$ cat config.mk
export PLATFORM = sky130hd
export DESIGN_NAME = icb_back
export DESIGN_NICKNAME = d
export VERILOG_FILES = /design/src/icb_pkg.sv /design/src/icb_back.sv
export VERILOG_INCLUDE_DIRS = /design/src /design/src/src
export SDC_FILE = /design/constraint.sdc
export NUM_CORES = 1
export LEC_CHECK = 0
export BUFFER_PORTS_ARGS = -buffer_cell sky130_fd_sc_hd__buf_2
export CAP_MARGIN = 20
export CORE_AREA = 2 2 297 182
export CTS_BUF_LIST = sky130_fd_sc_hd__clkbuf_8 sky130_fd_sc_hd__clkbuf_16
export CTS_CLUSTER_SIZE = 16
export DETAILED_ROUTE_END_ITERATION = 16
export DIE_AREA = 0 0 299 184
export RECOVER_POWER = 100
export SLEW_MARGIN = 25
export SYNTH_ARGS = -nofsm -noshare
export SYNTH_HDL_FRONTEND = slang
export SYNTH_SLANG_ARGS = --single-unit
$ cat constraint.sdc
create_clock -name i_clk -period 6 [get_ports i_clk]
set_clock_uncertainty 0.05 [all_clocks]
set_input_delay 0.6 -clock i_clk [delete_from_list [all_inputs] [get_ports i_clk]]
set_output_delay 0.6 -clock i_clk [all_outputs]
set_load 0.01 [all_outputs]
$ cat src/assert_macros.svh
// assertion macros shared by the rtl files
`ifndef ASSERT_MACROS_SVH
`define ASSERT_MACROS_SVH
`define ASSERT_IMPL(label, clk, rst_n, a, c) \
    label: assert property (@(posedge clk) disable iff (!rst_n) (a) |-> (c)) \
        else $error("assertion failed");
`define ASSERT_NEXT(label, clk, rst_n, a, c) \
    label: assert property (@(posedge clk) disable iff (!rst_n) (a) |=> (c)) \
        else $error("assertion failed");
`endif

$ cat src/icb_pkg.sv
// types and constants of the crop and bin block
`default_nettype none
package icb_pkg;
    typedef struct packed {
        logic signed [31:0] sci_in;
        logic signed [23:0] err_in;
        logic [15:0]        quality_in;
        logic               frame_end;
    } t_in_word;

    typedef struct packed {
        logic signed [39:0] sci_out;
        logic signed [27:0] err_out;
        logic [15:0]        quality_out;
        logic               size_error;
        logic               last_out;
    } t_out_word;

    // finished bin handed from front to back
    typedef struct packed {
        logic signed [39:0] sci;
        logic [54:0]        esq;
        logic signed [23:0] e;
        logic [15:0]        q;
        logic [9:0]         area;
        logic               avg;
        logic               err;
        logic               last;
    } t_job;

    localparam logic [2:0] REG_X_CORNER = 3'd0;
    localparam logic [2:0] REG_Y_CORNER = 3'd1;
    localparam logic [2:0] REG_BIN_X    = 3'd2;
    localparam logic [2:0] REG_BIN_Y    = 3'd3;
    localparam logic [2:0] REG_AVERAGE  = 3'd4;
    localparam logic [2:0] REG_OUT_W    = 3'd5;
    localparam logic [2:0] REG_OUT_H    = 3'd6;
    localparam logic [2:0] REG_IN_W     = 3'd7;

    localparam logic [12:0] ROW_LIMIT = 13'd8191;
    localparam logic [27:0] ERR_MAX = 28'd134217727;
endpackage
`default_nettype wire

$ cat src/icb_back.sv
// back: square root, area divide and output register
`default_nettype none
module icb_back (
    input  wire logic              i_clk,
    input  wire logic              i_rst_n,
    input  wire logic              i_job_valid,
    output logic                   o_job_stall,
    input  wire icb_pkg::t_job     i_job,
    output logic                   o_valid,
    input  wire logic              i_stall,
    output icb_pkg::t_out_word     o_word
);
    typedef enum logic [2:0] {S_IDLE, S_SQRT, S_DIV1, S_DIV2, S_DONE} t_state;
    t_state r_state;
    icb_pkg::t_job r_j;
    logic [54:0] r_v;
    logic [27:0] r_res;           // 55-bit sum has a 28-bit root
    logic [4:0]  r_k;
    logic [39:0] r_sn, r_sq;      // science magnitude and quotient
    logic [27:0] r_en, r_eq;
    logic [39:0] r_rem_s;
    logic [27:0] r_rem_e;
    logic [5:0]  r_i;
    logic        r_neg;
    icb_pkg::t_out_word r_out;
    logic        r_ov;

    logic [40:0] ts;
    logic [28:0] te;
    always_comb begin
        ts = {r_rem_s, r_sn[39]} - 41'(r_j.area);
        te = {r_rem_e, r_en[27]} - 29'(r_j.area);
    end

    assign o_job_stall = r_state != S_IDLE;
    assign o_valid = r_ov;
    assign o_word = r_out;

    logic [55:0] rem2;
    logic [29:0] cand;
    logic [55:0] r_rem;
    always_comb begin
        rem2 = (r_rem << 2) | 56'((r_v >> (2 * r_k)) & 55'd3);
        cand = {r_res, 2'b01};
    end

    icb_pkg::t_out_word n_out;
    logic               out_load;
    always_comb begin
        n_out = '0;
        if (r_j.err) begin
            n_out.size_error = 1'b1;
            n_out.last_out = 1'b1;
        end else begin
            n_out.sci_out = r_neg ? 40'(-r_sn) : r_sn;
            n_out.err_out = r_j.area == 10'd1 ? 28'(r_j.e) : r_en;
            n_out.quality_out = r_j.q;
            n_out.last_out = r_j.last;
        end
        out_load = r_state == S_DONE && (!r_ov || !i_stall);
    end

    always_ff @(posedge i_clk) begin
        if (!i_rst_n) begin
            r_state <= S_IDLE; r_ov <= 1'b0;
        end else begin
            r_ov <= (r_ov && i_stall) || out_load;
            case (r_state)
                S_IDLE: if (i_job_valid) begin
                    r_j <= i_job; r_v <= i_job.esq;
                    r_res <= '0; r_rem <= '0; r_k <= 5'd27;
                    r_state <= S_SQRT;
                end
                // one root bit per cycle, restoring
                S_SQRT: begin
                    if (rem2 >= 56'(cand)) begin
                        r_rem <= rem2 - 56'(cand); r_res <= {r_res[26:0], 1'b1};
                    end else begin
                        r_rem <= rem2; r_res <= {r_res[26:0], 1'b0};
                    end
                    if (r_k == 5'd0) r_state <= S_DIV1;
                    else r_k <= r_k - 5'd1;
                end
                S_DIV1: begin
                    r_neg <= r_j.sci[39];
                    r_sn <= r_j.sci[39] ? 40'(-r_j.sci) : r_j.sci;
                    r_en <= r_res > icb_pkg::ERR_MAX ? icb_pkg::ERR_MAX : r_res;
                    r_rem_s <= '0; r_rem_e <= '0; r_i <= 6'd0;
                    r_state <= (r_j.avg && r_j.area != 10'd1) ? S_DIV2 : S_DONE;
                end
                // shift-subtract divide by area, one bit per cycle
                S_DIV2: begin
                    if (!ts[40]) begin
                        r_rem_s <= ts[39:0]; r_sn <= {r_sn[38:0], 1'b1};
                    end else begin
                        r_rem_s <= {r_rem_s[38:0], r_sn[39]}; r_sn <= {r_sn[38:0], 1'b0};
                    end
                    if (r_i < 6'd28) begin
                        if (!te[28]) begin
                            r_rem_e <= te[27:0]; r_en <= {r_en[26:0], 1'b1};
                        end else begin
                            r_rem_e <= {r_rem_e[26:0], r_en[27]}; r_en <= {r_en[26:0], 1'b0};
                        end
                    end
                    if (r_i == 6'd39) r_state <= S_DONE;
                    r_i <= r_i + 6'd1;
                end
                S_DONE: if (out_load) begin
                    r_out <= n_out;
                    r_state <= S_IDLE;
                end
                default: r_state <= S_IDLE;
            endcase
        end
    end

    `include "assert_macros.svh"
    `ASSERT_IMPL(a_busy_stall, i_clk, i_rst_n, r_state != S_IDLE, o_job_stall)
    `ASSERT_IMPL(a_err_zero, i_clk, i_rst_n, r_ov && r_out.size_error, r_out.sci_out == 40'd0)
endmodule
`default_nettype wire

; After elaboration in Yosys (flattened, before gate mapping)
; Cells that the tools add are included.
[totals]
elab_cells = 100
register_bits = 468
output_inout_bits = 88
[op_classes]
n_eq_ne = 13
n_addsub = 7
bitwise_logic = 1
n_lt_le_gt_ge = 3
muxes = 31
shifts = 1
reduce_logical = 20
[ops]
columns = op, n
row1 = 28-bit 2-to-1 mux, 6
row2 = 28-bit case mux with 2 select lines, 3
row3 = 40-bit case mux with 2 select lines, 2
row4 = 40-bit 2-to-1 mux, 3
row5 = 54-bit 2-to-1 mux, 2
row6 = 54-bit case mux with 2 select lines, 1
row7 = 40-bit negation, 2
row8 = 56-bit by 30-bit >= comparator with 1-bit output, 1
row9 = 56-bit by 2-bit OR with 56-bit output, 1
row10 = 55-bit by 6-bit right shift with 2-bit output, 1
row11 = 54-bit by 30-bit subtractor with 54-bit output, 1
row12 = 41-bit by 10-bit subtractor with 41-bit output, 1
row13 = 29-bit by 10-bit subtractor with 29-bit output, 1
row14 = 28-bit by 27-bit greater-than comparator with 1-bit output (second input constant), 1
row15 = 3-bit 2-to-1 mux, 5
row16 = 3-bit case mux with 5 select lines, 1
row17 = 2-bit inequality test (second input constant), 6
row18 = 6-bit case mux with 2 select lines, 1
row19 = 3-bit AND reduction, 4
row20 = 10-bit by 1-bit equality test with 1-bit output (second input constant), 1
row21 = 5-bit 2-to-1 mux, 2
row22 = 10-bit by 1-bit inequality test with 1-bit output (second input constant), 1
row23 = 5-bit case mux with 2 select lines, 1
row24 = 4-bit AND reduction, 2
row25 = other kinds (16), 26

; Longest topological paths before layout
; Gate-level depths: netlist (run 1).
[depth]
depth_word = 5
depth_mapped = 20
depth_no_buf = 17

; Worst setup path before layout (run 1)
; No wires, ideal clock.
[synth_path]
kind = register to register
start = reg r_state[2]
end = reg r_rem[0] (enable)
setup_slack_ns = 0.801
t_arrival_ns = 4.617
required_ns = 5.418
period_less_slack_ns = 5.199
n_path_buf = 1
path_stages_with_launch = 5
cell_sequence = dfxtp_1 clkbuf_1 nor3b_1 a21oi_1 nor2b_1
[synth_between]
elab_chain_cells = 3
elab_cells_between_ends = 5
cone_classes = eq/ne: 2 / reduce/logical: 3
[synth_lines]
columns = element, line_no
row1 = from (decl), icb_back.sv:14  ; t_state r_state;
row2 = from (signal assigned), icb_back.sv:89  ; r_state <= (r_j.avg && r_j.area != 10'd1) ? S_DIV2 : S_DONE;
row3 = 3-bit by 1-bit equality test with 1-bit output or 3-bit zero test (tied branches), icb_back.sv:68  ; case (r_state)
row4 = 2-bit nonzero test (no line) or 2-bit inequality test (tied branches), n/a
row5 = 3-bit AND reduction (no line) *, n/a
row6 = to (signal assigned), icb_back.sv:77  ; r_rem <= rem2 - 56'(cand); r_res <= {r_res[26:0], 1'b1};
row7 = to (signal assigned), icb_back.sv:79  ; r_rem <= rem2; r_res <= {r_res[26:0], 1'b0};
row8 = to (decl), icb_back.sv:41  ; logic [55:0] r_rem;
; Every way passes the cells marked *; elsewhere a longest branch is shown, timed or not.
; A chain may end at the register's enable or synchronous reset.

; Final worst setup path (run 1)
[layout_path]
start = reg r_k[0]
end = reg r_rem[49], data pin
[layout_between]
elab_chain_cells = 5
elab_cells_between_ends = 6
cone_classes = add/sub: 1 / order compare: 1 / shift: 1 / mux: 2 / bitwise: 1
[layout_lines]
columns = element, line_no
row1 = from (decl), icb_back.sv:18  ; logic [4:0] r_k;
row2 = from (signal assigned), icb_back.sv:82  ; else r_k <= r_k - 5'd1;
row3 = 55-bit by 6-bit right shift with 2-bit output *, icb_back.sv:43  ; rem2 = (r_rem << 2) | 56'((r_v >> (2 * r_k)) & 55'd3);
row4 = 56-bit by 2-bit OR with 56-bit output *, icb_back.sv:43
row5 = 54-bit by 30-bit subtractor with 54-bit output or 56-bit by 30-bit >= comparator with 1-bit output (tied branches), "icb_back.sv:77, icb_back.sv:76"
row6 = 54-bit 2-to-1 mux *, icb_back.sv:76  ; if (rem2 >= 56'(cand)) begin
row7 = 54-bit case mux with 2 select lines *, icb_back.sv:68
; Marks and branches as above.

==> flow_metrics.env, run 1 <==
export IMPL_status="finished with violations"
export IMPL_violations="max-capacitance violations, max-slew violations"
export IMPL_cts_max_level=2
export IMPL_wl_met1_um=28800
export IMPL_setup_viol=0
export IMPL_numCtsBuffers=47
export IMPL_path_cells="buf_8, mux2i_1, mux4_2, and2_0, a211o_1, ha_1, nor2b_1, o2111ai_1, nand2_1, a41oi_1, a21boi_0, o21ai_1, a211oi_1, nand3_1, or4_1, a21oi_1"
export IMPL_grt_pass1_vias=15600
export IMPL_drive_gt1_frac=0.108
export IMPL_ff_latch_area_mm2=0.0140
export IMPL_hpwl_um=38900
export IMPL_die_y_um=184
export IMPL_cts_buffer_depth=3
export IMPL_yosysWarnings=0
export IMPL_total_power_mw=8.02
export IMPL_final_cell_mix="edfxtp_1 (464), nand2_1 (240), nor2_1 (239)"
export IMPL_p_leak_nw=9.30
export IMPL_fin_hold_ws_ns=0.152
export IMPL_overflow=0
export IMPL_vias=16400
export IMPL_cts_resized=0
export IMPL_hold_buffers=0
export IMPL_maxCapViolCount=11
export IMPL_rsz0062_at_grt="false"
export IMPL_path_class="reg2reg"
export IMPL_path_buf_inv=1
export IMPL_drt_wl_total_um=56500
export IMPL_fin_crit_sh=0.899
export IMPL_wl_per_cell_um=18.9
export IMPL_place_ws_ns=0.498
export IMPL_start_kind="flip-flop"
export IMPL_ant_nets=0
export IMPL_crit_required_ns=6.29
export IMPL_switching_share=0.264
export IMPL_synth_edf_count=464
export IMPL_grt_pass1_wl_um=88500
export IMPL_max_slew_margin=-1.67
export IMPL_cts_root_buffer="clkbuf_16"
export IMPL_drc=0
export IMPL_area_growth_syn_to_layout_pct=13.4
export IMPL_crit_family="compound AO/OA/AOI/OAI gates"
export IMPL_powerDensity_mw_per_mm2=303
export IMPL_clock_latency_ns=0.57
export IMPL_cts_tree="yes"
export IMPL_multi_input_area_mm2=0.00860
export IMPL_cp_slowest_stage_delay_ns=0.77
export IMPL_rows=65
export IMPL_worstMarginPinSlew_ns=4.01
export IMPL_crit_path_end_kind="flip-flop"
export IMPL_yosys_area_top_type_share=0.598
export IMPL_dr_wl_met2_um=22400
export IMPL_firstDrtPassIters=5
export IMPL_die_area_mm2=0.0550
export IMPL_ios=240
export IMPL_fin_ws_ns=0.606
export IMPL_crit_slowest_cell="edfxtp_1"
export IMPL_seq_area_frac_synth=0.601
export IMPL_top_layer_used="met4"
export IMPL_hold_path_class="in2reg"
export IMPL_drt_initial_drc_count=1422
export IMPL_yosys_area_top_type="edfxtp_1"
export IMPL_synth_area_per_cell_um2=11.4
export IMPL_cts_setup_buffers=0
export IMPL_antenna_found_initial=0
export IMPL_path_max_fanout=13
export IMPL_period_minus_slack_ns=5.39
export IMPL_grt_max_degree=93
export IMPL_clk_pin_slew_ns=0.06
export IMPL_fin_nets=2465
export IMPL_fp_dieW_um=299
export IMPL_cts_sinks=468
export IMPL_core_area_mm2=0.0520
export IMPL_port_buffer_count=239
export IMPL_ir_worst_vdd_uv=191
export IMPL_final_hold_viol_count=0
export IMPL_yosysUniqueCellTypes=71
export IMPL_synth_seq_cells=468
export IMPL_wl_met3_um=4410
export IMPL_yosys_most_used_dff="edfxtp_1"
export IMPL_layout_commonest_cell="edfxtp_1"
export IMPL_diodes=0
export IMPL_fin_tns_setup_ns=0
export IMPL_seqPwrFrac=0.496
export IMPL_synthArstFlopShare=0
export IMPL_pwr_share_clk=0.363
export IMPL_viasPerCell=5.47
export IMPL_internal_power_mw=5.91
export IMPL_grtUsageTotal=0.202
export IMPL_syn_inst=2041
export IMPL_max_freq_mhz=185
export IMPL_synth_net_count=2249
export IMPL_synth_area_leaders="edfxtp_1 (60%), xor2_1 (4.0%), nand2_1 (3.9%)"
export IMPL_power_switching_mw=2.12
export IMPL_slew_violations=670
export IMPL_start_util=0.448
export IMPL_place_congestion=0.898
export IMPL_cp_arrival_ns=5.69
export IMPL_comb_power_share=0.141
export IMPL_nFillCells=4718
export IMPL_syn_area_mm2=0.0233
power groups by stage:
stage | Sequential, mW | Clock (mW) | Combinational, mW
global route | 4.00 | 3.12 | 1.26
detailed placement | 4.04 | 0 | 1.11
global placement | 4.04 | 0 | 1.09
floorplan | 4.01 | 0 | 0.814
CTS | 3.97 | 2.98 | 1.12
finish | 3.98 | 2.91 | 1.13
layout make-up:
class	instances	share of cell area
well taps	703	0.0333
clock buffers	48	0.0454
flip-flops and latches	468	0.530
multi-input cells	1407	0.325
inverters	74	0.0106
repair buffers	259	0.0446
clock inverters	38	0.0110
cells in the mapped netlist (10+ instances only):
library cell and number:
o41ai_1 14, a21boi_0 11, nand4_1 11, a211oi_1 11, edfxtp_1 464, nor2b_1 33
mux2i_1 28, or3_1 46, xnor2_1 52, nor2_1 239, nand3_1 24, inv_1 73
a21oi_1 114, nor3_1 45, o21a_1 10, nor4_1 28, a21o_1 13, xor2_1 107
o31ai_1 28, clkbuf_1 72, or2_2 10, buf_1 10, nand2b_1 24, o21ai_0 106
nand2_1 241, or4_1 28, a31oi_1 32, ha_1 54
final timing paths:
kind | end | cells after the start | slack (ns) | from
setup / recovery | r_rem[49] | 16 | 0.61 | r_k[0]
hold reg to reg | o_word[0] | 1 | 0.46 | r_j[0]
hold / removal | r_j[135] | 1 | 0.15 | i_job[135]
setup reg to reg | r_rem[49] | 16 | 0.61 | r_k[0]
state kept, by name (all words and copies together), names as in the netlist:
register / flops
o_valid: 1
o_word: 86
r_en: 28
r_i: 6
r_j: 93
r_k: 5
r_neg: 1
r_rem: 54
r_rem_e: 28
r_rem_s: 40
r_res: 28
r_sn: 40
r_state: 3
r_v: 55
through the flow:
step | util | instances | area, um2
3_3_place_gp | 0.484 | 2909 | 25200
2_1_floorplan | - | 2041 | 23300
4_1_cts | 0.513 | 2995 | 26700
6_report | 0.508 | 2997 | 26400
3_5_place_dp | 0.484 | 2909 | 25200
5_1_grt | 0.508 | 2997 | 26400
worst reg2reg max path: stages (launching register included):
cell and delay, ns:
edfxtp_1 0.77, buf_8 0.25, mux2i_1 0.10, mux4_2 0.47, and2_0 0.15, a211o_1 0.35
ha_1 0.24, nor2b_1 0.20, o2111ai_1 0.16, nand2_1 0.12, a41oi_1 0.18, a21boi_0 0.29
o21ai_1 0.22, a211oi_1 0.56, nand3_1 0.38, or4_1 0.49, a21oi_1 0.18
layer usage:
| layer | vias to the layer above | GRT usage |
|---|---|---|
| met5 | - | 0 |
| met1 | 7902 | 0.324 |
| li1 | 7903 | - |
| met2 | 533 | 0.278 |
| met4 | 0 | 0.0384 |
| met3 | 65 | 0.0424 |
cells by family (layout without fill, tap and decap cells):
| logic type | after synthesis | count (layout) | share of synthesized area |
|---|---|---|---|
| AND/OR/NAND/NOR | 767 | 767 | 0.156 |
| flip-flops | 468 | 468 | 0.601 |
| AO/OA/AOI/OAI | 383 | 383 | 0.101 |
| buffers and inverters | 166 | 419 | 0.0288 |
| XOR/XNOR | 160 | 160 | 0.0604 |
| adder cells (fa/ha/maj) | 56 | 56 | 0.0307 |
| multiplexers | 41 | 41 | 0.0226 |
No activity file was read; power rests on OpenSTA's default activity.
==> run 2: changes to the inputs <==
--- a/config.mk
+++ b/config.mk
@@ -13,7 +13,7 @@
 export CTS_CLUSTER_SIZE = 16
 export DETAILED_ROUTE_END_ITERATION = 16
 export DIE_AREA = 0 0 299 184
-export RECOVER_POWER = 100
+export RECOVER_POWER = 25
 export SLEW_MARGIN = 25
 export SYNTH_ARGS = -nofsm -noshare
 export SYNTH_HDL_FRONTEND = slang
==> constraint.sdc (replaced) <==
create_clock -name i_clk -period 5 [get_ports i_clk]
set_clock_uncertainty 0.05 [all_clocks]
set_input_delay 0.5 -clock i_clk [delete_from_list [all_inputs] [get_ports i_clk]]
set_output_delay 0.5 -clock i_clk [all_outputs]
set_load 0.01 [all_outputs]
==> run 2 against run 1 <==
Against the previous run:
- the flow still finishes with violations (max-capacitance violations, max-slew violations)
- critical path type unchanged
- worst hold slack got worse by 0.11 ns
- first-iteration DRC count shrank 1.8%
- largest cell class unchanged
- largest power group unchanged
- cell count is 0.50% higher
==> flow_metrics.env, run 2 (synthesis results as in run 1) <==
export IMPL_powerDensity_mw_per_mm2=356
export IMPL_layout_commonest_cell="edfxtp_1"
export IMPL_maxCapViolCount=2
export IMPL_fin_nets=2480
export IMPL_path_max_fanout=22
export IMPL_cts_max_level=2
export IMPL_period_minus_slack_ns=4.70
export IMPL_viasPerCell=5.46
export IMPL_die_area_mm2=0.0550
export IMPL_pwr_share_clk=0.353
export IMPL_finalInstanceArea_mm2=0.0266
export IMPL_reg2reg_slack_ns=0.30
export IMPL_cp_arrival_ns=5.06
export IMPL_ios=240
export IMPL_multi_input_area_mm2=0.00868
export IMPL_final_cell_mix="edfxtp_1 (464), nand2_1 (240), nor2_1 (238)"
export IMPL_clk_pin_slew_ns=0.07
export IMPL_max_freq_mhz=213
export IMPL_antenna_found_initial=2
export IMPL_r2r_end="r_rem[41]"
export IMPL_nFillCells=4700
export IMPL_startpoint="r_k[0]"
export IMPL_comb_power_share=0.145
export IMPL_slew_violations=128
export IMPL_drt_wl_total_um=56500
export IMPL_worstMarginPinSlew_ns=4.16
export IMPL_p_leak_nw=9.44
export IMPL_largest_register_ffs=93
export IMPL_cts_buffer_depth=3
export IMPL_overflow=0
export IMPL_drt_initial_drc_count=1397
export IMPL_ff_latch_area_mm2=0.0140
export IMPL_ant_nets=0
export IMPL_place_congestion=0.919
export IMPL_final_hold_viol_count=0
export IMPL_rows=65
export IMPL_drc=0
export IMPL_fin_tns_setup_ns=0
export IMPL_rsz0062_at_grt="false"
export IMPL_grt_pass1_wl_um=87900
export IMPL_top_register="r_j"
export IMPL_hpwl_um=39100
export IMPL_grt_pass1_vias=15500
export IMPL_grtUsageTotal=0.202
export IMPL_status="finished with violations"
export IMPL_core_area_mm2=0.0520
export IMPL_wl_per_cell_um=18.8
export IMPL_area_growth_syn_to_layout_pct=14.2
export IMPL_internal_power_mw=6.97
export IMPL_dpl_cell_area_mm2=0.0253
export IMPL_port_buffer_count=239
export IMPL_start_util=0.448
export IMPL_numCtsBuffers=47
export IMPL_hold_buffers=0
export IMPL_grt_max_degree=87
export IMPL_cts_sinks=468
export IMPL_vias=16500
export IMPL_max_slew_margin=-1.77
export IMPL_crit_path_end_kind="flip-flop"
export IMPL_r2r_start="r_k[0]"
export IMPL_power_switching_mw=2.51
export IMPL_clock_latency_ns=0.58
export IMPL_seqPwrFrac=0.502
export IMPL_cts_tree="yes"
export IMPL_die_y_um=184
export IMPL_crit_end="r_rem[41]"
export IMPL_fin_crit_sh=0.940
export IMPL_switching_share=0.265
export IMPL_setup_viol=0
export IMPL_cts_root_buffer="clkbuf_16"
export IMPL_ir_worst_vdd_uv=203
export IMPL_ff2ff_path_depth=16
export IMPL_path_class="reg2reg"
export IMPL_start_kind="flip-flop"
export IMPL_hold_path_class="in2reg"
export IMPL_fp_dieW_um=299
export IMPL_violations="max-capacitance violations, max-slew violations"
export IMPL_crit_required_ns=5.36
export IMPL_drive_gt1_frac=0.127
export IMPL_firstDrtPassIters=5
==> run 2: changes by cell type in the layout (fill, tap and decap cells not counted), sizes merged <==
cell      delta
clkinv       +2
bufinv       -2
clkinvlp     -2
clkbuf      -26
buf         +41
diode        +2
==> run 2: layer usage <==
| metal | GRT usage | share of wire |
|---|---|---|
| met1 | 0.325 | 0.51 |
| met2 | 0.275 | 0.40 |
| met3 | 0.0391 | 0.070 |
| met4 | 0.0486 | 0.020 |
| met5 | 0 | 0 |
==> run 2: repair_timing <==
action	CTS	global route
buffers inserted	0	3
endpoints found under the setup margin	0	4
gates resized for setup	0	1
==> run 2: power by group through the flow <==
stage	Clock (mW)	Sequential, mW	Combinational (mW)
global placement	0	4.84	1.32
detailed placement	0	4.84	1.35
global route	3.61	4.78	1.53
finish	3.35	4.76	1.37
CTS	3.44	4.76	1.36
floorplan	0	4.80	0.978
==> run 2: layout make-up <==
class / instances / area share
clock buffer: 48 / 0.0451
antenna: 2 / 0.000188
tap: 703 / 0.0330
multi-input combinational: 1407 / 0.326
sequential: 468 / 0.526
timing repair buffer: 274 / 0.0508
inverter: 74 / 0.0105
clock inverter: 36 / 0.00831
==> run 2: stage by stage <==
stage               instances  hold slack, ns  setup slack [ns]  total power [mW]   util
floorplan                2041           0.421             0.115              5.78      -
global placement         2923           0.466             0.458              6.16  0.486
detailed placement       2923           0.468             0.332              6.19  0.486
CTS                      3007          0.0124             0.303              9.56  0.514
global route             3012          0.0160            0.0121              9.92  0.512
finish                   3012          0.0405             0.298              9.48  0.512
==> run 2: worst min path at each step <==
stage | from | endpoint | slack [ns] | cells past startpoint
after global placement | r_j[15] | o_word[4] | 0.47 | 1
after floorplan | r_j[147] | r_neg | 0.42 | 0
after CTS | i_job[30] | r_j[30] | 0.01 | 1
final | i_job[30] | r_j[30] | 0.04 | 1
after detailed placement | r_j[20] | o_word[9] | 0.47 | 1
after global routing | i_job[33] | r_j[33] | 0.02 | 1
==> run 2: worst max-delay path: stages, from the launching register on <==
cell and delay (ns):
edfxtp_1 0.41, buf_12 0.19, mux2i_1 0.12, mux4_2 0.45, and2_1 0.14, a211o_1 0.34
ha_1 0.25, nor2b_1 0.21, o2111ai_1 0.17, nand2_1 0.12, a41oi_1 0.26, a21boi_0 0.34
o21ai_1 0.21, a211oi_1 0.38, nand3_2 0.25, or4_1 0.48, a21oi_1 0.16
